<file path="config.mk">
export PLATFORM = sky130hd
export DESIGN_NAME = uttx_div
export DESIGN_NICKNAME = d
export VERILOG_FILES = /design/src/design/uttx_pkg.sv /design/src/design/uttx_div.sv
export SDC_FILE = /design/constraint.sdc
export NUM_CORES = 1
export LEC_CHECK = 0
export ABC_AREA = 1
export ABC_CLOCK_PERIOD_IN_PS = 4500
export BUFFER_PORTS_ARGS = -buffer_cell sky130_fd_sc_hd__buf_2
export CAP_MARGIN = 20
export CORE_MARGIN = 3
export CORE_UTILIZATION = 45
export CTS_CLUSTER_SIZE = 24
export DETAILED_ROUTE_END_ITERATION = 8
export PLACE_DENSITY = 0.66
export SLEW_MARGIN = 0
export SYNTH_ARGS = -nofsm -noshare
export SYNTH_HDL_FRONTEND = slang
export SYNTH_SLANG_ARGS = --single-unit
</file>
<file path="constraint.sdc">
create_clock -name clk -period 4.5 [get_ports clk]
set_input_delay 0.225 -clock clk [delete_from_list [all_inputs] [get_ports clk]]
set_output_delay 0.225 -clock clk [all_outputs]
set_load 0.01 [all_outputs]
</file>
<file path="src/design/uttx_pkg.sv">
// Shared codes, result record and divider request type for the UART transmit ring.
`default_nettype none
package uttx_pkg;

	localparam logic [2:0] FUNC_HEADER   = 3'd0;
	localparam logic [2:0] FUNC_PAYLOAD  = 3'd1;
	localparam logic [2:0] FUNC_POLL     = 3'd2;
	localparam logic [2:0] FUNC_COMPLETE = 3'd3;
	localparam logic [2:0] FUNC_LINE_ERR = 3'd4;

	localparam logic [1:0] KIND_STATUS   = 2'd0;
	localparam logic [1:0] KIND_CHUNK    = 2'd1;
	localparam logic [1:0] KIND_TIMEOUT  = 2'd2;
	localparam logic [1:0] KIND_START_NG = 2'd3;

	localparam logic [1:0] STATUS_OK      = 2'd0;
	localparam logic [1:0] STATUS_RETRY   = 2'd1;
	localparam logic [1:0] STATUS_INVALID = 2'd2;

	localparam int BAUD_W      = 24;
	localparam int TIME_W      = 32;
	localparam int LEN_W       = 11;
	localparam int DIV_STEPS   = 32;
	localparam int US_PER_SEC  = 1000000;
	localparam logic [BAUD_W-1:0] BAUD_RESET = 24'd115200;

	typedef struct packed {
		logic [1:0]        kind;
		logic [1:0]        status;
		logic [7:0]        tx_byte;
		logic              last;
		logic [TIME_W-1:0] tout;
		logic [LEN_W-1:0]  free;
	} result_t;

	typedef struct packed {
		logic              start;
		logic [TIME_W-1:0] num;
		logic [BAUD_W-1:0] den;
	} div_req_t;

endpackage
`default_nettype wire

</file>
<file path="src/design/uttx_div.sv">
// Iterative restoring divider, one quotient bit per cycle, for the timeout computation.
`default_nettype none
module uttx_div (
	input  wire logic                         clk,
	input  wire logic                         arst_n,
	input  wire uttx_pkg::div_req_t           req,
	output logic                              done,
	output logic [uttx_pkg::TIME_W-1:0]       quotient
);
	import uttx_pkg::*;

	localparam int CNT_W = $clog2(DIV_STEPS + 1);

	logic              run_q;
	logic              done_q;
	logic [CNT_W-1:0]  cnt_q;
	logic [BAUD_W-1:0] rem_q;
	logic [BAUD_W-1:0] den_q;
	logic [TIME_W-1:0] quo_q;
	logic [BAUD_W:0]   trial;
	logic              fits;

	always_comb begin
		trial = {rem_q, quo_q[TIME_W-1]};
		fits  = trial >= {1'b0, den_q};
	end

	always_ff @(posedge clk or negedge arst_n) begin
		if (!arst_n) begin
			run_q  <= 1'b0;
			done_q <= 1'b0;
			cnt_q  <= '0;
			rem_q  <= '0;
			den_q  <= '0;
			quo_q  <= '0;
		end else begin
			done_q <= !req.start && run_q && (cnt_q == CNT_W'(1));
			if (req.start) begin
				run_q <= 1'b1;
				cnt_q <= CNT_W'(DIV_STEPS);
				rem_q <= '0;
				den_q <= req.den;
				quo_q <= req.num;
			end else if (run_q) begin
				rem_q <= fits ? BAUD_W'(trial - {1'b0, den_q}) : BAUD_W'(trial);
				quo_q <= {quo_q[TIME_W-2:0], fits};
				cnt_q <= cnt_q - 1'b1;
				if (cnt_q == CNT_W'(1)) begin
					run_q <= 1'b0;
				end
			end
		end
	end

	assign done     = done_q;
	assign quotient = quo_q;

endmodule
`default_nettype wire

</file>
* Word level (Yosys, flattened, before mapping) *
Cells that the tools add are included.

word-level totals
  register bits after elaboration = 88
  bits of input ports = 59

operators by class
  add/sub/neg operators = 2
  magnitude comparators = 1
  eq/ne operators = 1
  mux-type cells = 10
  reductions and logical operators = 4

operator list
  operator               number
  $mux W24               3
  $mux W32               2
  $ge A25 B24 Y1         1
  $sub A24 B24 Y24       1
  $mux W6                2
  $eq A6 B1 Y1 const B   1
  $sub A6 B1 Y6 const B  1
  $mux W1                3
  $logic_and A1 B1 Y1    2
  $reduce_bool A2 Y1     1
  $logic_not A1 Y1       1

* Depth between registers and ports, before layout *
  depth in word-level cells = 4
  gate-level depth with buffers = 15
  gate-level depth less buffers = 15

* Worst setup path after synthesis *
No wires, ideal clock.

  path kind = reg-to-reg
  start = register quo_q[31] (netlist: quotient[31])
  end = register rem_q[12]
  arrival = 1.834 ns
  data required time = 4.382 ns
  setup slack = 2.548 ns
  stages on the path, launching flop included = 16
  buffers on the path = 0
  clock period less this slack = 1.952 ns
  path through = dfrtp_1 > inv_1 > ha_1 > fa_1 > inv_1 > nand3_1 > nand3_1 > nand2_1 > nand3_1 > nand2_1 > nand2_1 > nand2_1 > nand2_1 > nand2_1 > nand3_1 > nand2_1

between the ends
  cells in the longest elaborated chain, start to end = 4
  elaborated cells between the ends (all ways) = 5
  classes of those cells = 1 x add/sub; 1 x order compare; 3 x mux

ends and longest elaborated chain
  element                                             line                            RTL
  start, declared                                     uttx_div.sv:19                  logic [TIME_W-1:0] quo_q;
  start signal, assigned                              uttx_div.sv:43                  quo_q <= req.num;
  start signal, assigned                              uttx_div.sv:46                  quo_q <= {quo_q[TIME_W-2:0], fits};
  $sub A24 B24 Y24 or $ge A25 B24 Y1 (tied branches)  uttx_div.sv:45, uttx_div.sv:25
  $mux W24 (*)                                        uttx_div.sv:45                  rem_q <= fits ? BAUD_W'(trial - {1'b0, den_q}) : BAUD_W'(trial);
  $mux W24 (*)                                        uttx_div.sv:44                  end else if (run_q) begin
  $mux W24 (*)                                        uttx_div.sv:38                  if (req.start) begin
  end signal, assigned                                uttx_div.sv:45
  end, declared                                       uttx_div.sv:17                  logic [BAUD_W-1:0] rem_q;

Every way passes the cells marked *; elsewhere a longest branch is shown, timed or not. The select of a mux whose other input is x is not followed.
A chain may end at the register's enable or synchronous reset.

* Worst setup path after layout *
  start = register rem_q[7]
  end = register rem_q[22]

between the ends
  cells in the longest elaborated chain, start to end = 4
  elaborated cells between the ends (all ways) = 5
  classes of those cells = 1 x add/sub; 1 x order compare; 3 x mux

ends and longest elaborated chain
  element                                             line
  $sub A24 B24 Y24 or $ge A25 B24 Y1 (tied branches)  uttx_div.sv:45, uttx_div.sv:25
  $mux W24 (*)                                        uttx_div.sv:45
  $mux W24 (*)                                        uttx_div.sv:44
  $mux W24 (*)                                        uttx_div.sv:38

Marked as above.

==> impl_metrics.env <==
export IMPL_diodes=0
export IMPL_ys_flop_type="dfrtp_1"
export IMPL_skew_ns=0.00803
export IMPL_critPathRequiredTime_ns=4.78
export IMPL_critPathArrivalTime_ns=3.07
export IMPL_period_share=0.619
export IMPL_syn_cell_area_um2=5710
export IMPL_numCtsBuffers=9
export IMPL_num_rows=40
export IMPL_seqPwrFrac=0.303
export IMPL_leakage_uw=0.00370
export IMPL_synth_edf_count=0
export IMPL_grt_start_max_net_pins=84
export IMPL_die_y_um=119
export IMPL_swShare=0.431
export IMPL_slew_headroom=0.482
export IMPL_fin_setup_tns_ns=0
export IMPL_detailed_place_hpwl_um=10100
export IMPL_io_buffers=91
export IMPL_htreeDepth=3
export IMPL_setup_viol=0
export IMPL_synthCells=835
export IMPL_p_int_uw=1970
export IMPL_io_pins=92
export IMPL_ir_drop_mv=0.311
export IMPL_netSwitchingPower_uw=1490
export IMPL_comb_power_share=0.482
export IMPL_antenna_found_initial=0
export IMPL_final_cells=1087
export IMPL_area_growth_pct=15.4
export IMPL_nets=1001
export IMPL_clock_power_share=0.215
export IMPL_grt_pass1_vias=5205
export IMPL_die_area_um2=14100
export IMPL_ys_ff_latch=88
export IMPL_rrSetupSlack_ns=1.72
export IMPL_crit_path_max_fanout=25
export IMPL_grt_setup_unrepaired="no"
export IMPL_grt_use_total=0.208
export IMPL_synth_area_top_cells="dfrtp_1, nand2_1, inv_1"
export IMPL_timing_fmax_ghz=0.359
export IMPL_die_width_um=119
export IMPL_cts_root_buf="clkbuf_16"
export IMPL_placed_cells=1071
export IMPL_end_kind="flip-flop"
export IMPL_yosysSeqAreaShare=0.386
export IMPL_syn_nets=921
export IMPL_crit_type="reg2reg"
export IMPL_grt_overflow_total=0
export IMPL_worstSetupStartpointType="flip-flop"
export IMPL_initial_core_util=0.468
export IMPL_routabilityCongestion=0.904
export IMPL_ant_nets=0
export IMPL_min_path_type="in2reg"
export IMPL_synth_top_area_frac=0.386
export IMPL_clock_sinks=88
export IMPL_cts_setup_buffers=0
export IMPL_clock_path_buffers=2
export IMPL_drt_total_wl_um=14100
export IMPL_post_route_min_period_ns=2.78
export IMPL_syn_area_per_cell_um2=6.84
export IMPL_tightest_slew_ns=0.777
export IMPL_drv_cap=0
export IMPL_clock_latency_ns=0.35
export IMPL_cts_resized=0
export IMPL_grt_pass1_wl_um=24300
export IMPL_path_clk_slew_ns=0.06
export IMPL_hold_viol_final=0
export IMPL_vias=5270
export IMPL_via_per_inst=4.85
export IMPL_holdBufCountCts=1
export IMPL_status="finished, final reports clean"
export IMPL_ys_warn_count=0
export IMPL_synth_largest_area_cell="dfrtp_1"
export IMPL_drc_errors=0
export IMPL_cts_tree="built"
export IMPL_async_flop_share=1.00
export IMPL_core_area_um2=12200
export IMPL_ys_types=33
export IMPL_firstDrtPassIters=5
export IMPL_power_density_nw_per_um2=525
export IMPL_finalMaxSlewViolations=0
export IMPL_drt_iter0_markers=300
export IMPL_drive_gt1_frac=0.134
export IMPL_wl_per_cell_um=13.0
## critical path, stage by stage (launching register included)
cell and delay, ns:
dfrtp_1 0.40, ha_1 0.37, nand2_1 0.12, nor2_2 0.20, nand2_1 0.08, clkinv_1 0.07
nand4_2 0.57, nand3_4 0.54, nand2_1 0.17, nand2_1 0.09, nand2_1 0.05, nand2_1 0.05
## stage by stage
stage | instance area [um^2] | hold WS (ns) | worst slack [ns] | util | total power, uW
floorplan | 5710 | -0.0706 | 2.55 | - | 2340
global placement | 6290 | 0.266 | 1.79 | 0.515 | 2720
detailed placement | 6290 | 0.266 | 1.74 | 0.515 | 2720
CTS | 6590 | 0.0687 | 1.72 | 0.539 | 3480
global route | 6590 | 0.0793 | 1.43 | 0.539 | 3800
finish | 6590 | 0.0775 | 1.72 | 0.539 | 3460
## cells in the mapped netlist (2+ instances only)
cell,count
a21oi_1,16
buf_2,8
nor2_1,32
o211ai_1,17
nand2_1,328
inv_2,4
xor2_1,2
o21ai_0,29
nor2_2,2
xnor2_1,8
clkbuf_1,13
nand3b_1,5
ha_1,26
o221ai_1,9
buf_6,2
nor3_1,2
inv_1,142
nand4_1,29
buf_1,5
nor4_1,3
dfrtp_1,88
nand3_1,52
clkinv_1,3
## flip-flops by register name, indices dropped and copies added (netlist names)
name,cells
quotient,32
den_q,24
rem_q,24
cnt_q,6
done,1
run_q,1
## per-layer routing
metal  GRT usage  share of wire
met3      0.0622          0.074
met5           0              0
met1       0.276           0.46
met4      0.0558          0.013
met2       0.331           0.45
## cell families after synthesis
family	after synthesis	share of synthesized area
simple gates	458	0.337
flops	88	0.386
xor+xnor	10	0.0153
buf+inv	177	0.121
compound gates	75	0.0807
fa+ha+maj	27	0.0605
## worst paths after layout
| check | cells after the start | startpoint | endpoint |
|---|---|---|---|
| max | 11 | rem_q[7]$_DFFE_PN0P_ | rem_q[22]$_DFFE_PN0P_ |
| min | 3 | req[20] | den_q[20]$_DFFE_PN0P_ |
| max reg2reg | 11 | rem_q[7]$_DFFE_PN0P_ | rem_q[22]$_DFFE_PN0P_ |
| min reg2reg | 2 | den_q[0]$_DFFE_PN0P_ | den_q[0]$_DFFE_PN0P_ |
| max in group asynchronous | 3 | arst_n | quotient[29]$_DFFE_PN0P_ |
| min in group asynchronous | 2 | arst_n | den_q[10]$_DFFE_PN0P_ |
## cell type report
cell class | count | area, um^2
sequential | 88 | 2200
clock inverter | 5 | 58.8
tap | 168 | 210
clock buffer | 10 | 229
inverter | 149 | 559
timing repair buffer | 97 | 505
fill | 1280 | 5620
multi-input combinational | 570 | 2820
## power groups by stage
stage	Sequential, uW	Clock, uW	Combinational [uW]
2_1_floorplan	1050	0	1280
3_5_place_dp	1060	0	1660
4_1_cts	1050	763	1670
3_3_place_gp	1060	0	1660
5_1_grt	1070	796	1930
6_report	1050	743	1670
## cells in the final DEF (no fill, tap or decap), types with 5 or more instances in the layout
cell type / n
inv_1: 142
o21ai_0: 29
nand3b_1: 5
nand3_1: 52
dfrtp_1: 88
o221ai_1: 9
buf_2: 90
nand2_1: 328
buf_4: 6
nand4_1: 29
ha_1: 26
xnor2_1: 8
a21oi_1: 16
o211ai_1: 17
clkbuf_16: 9
nor2_1: 30
Note: power is estimated with default switching activity, not from simulation.
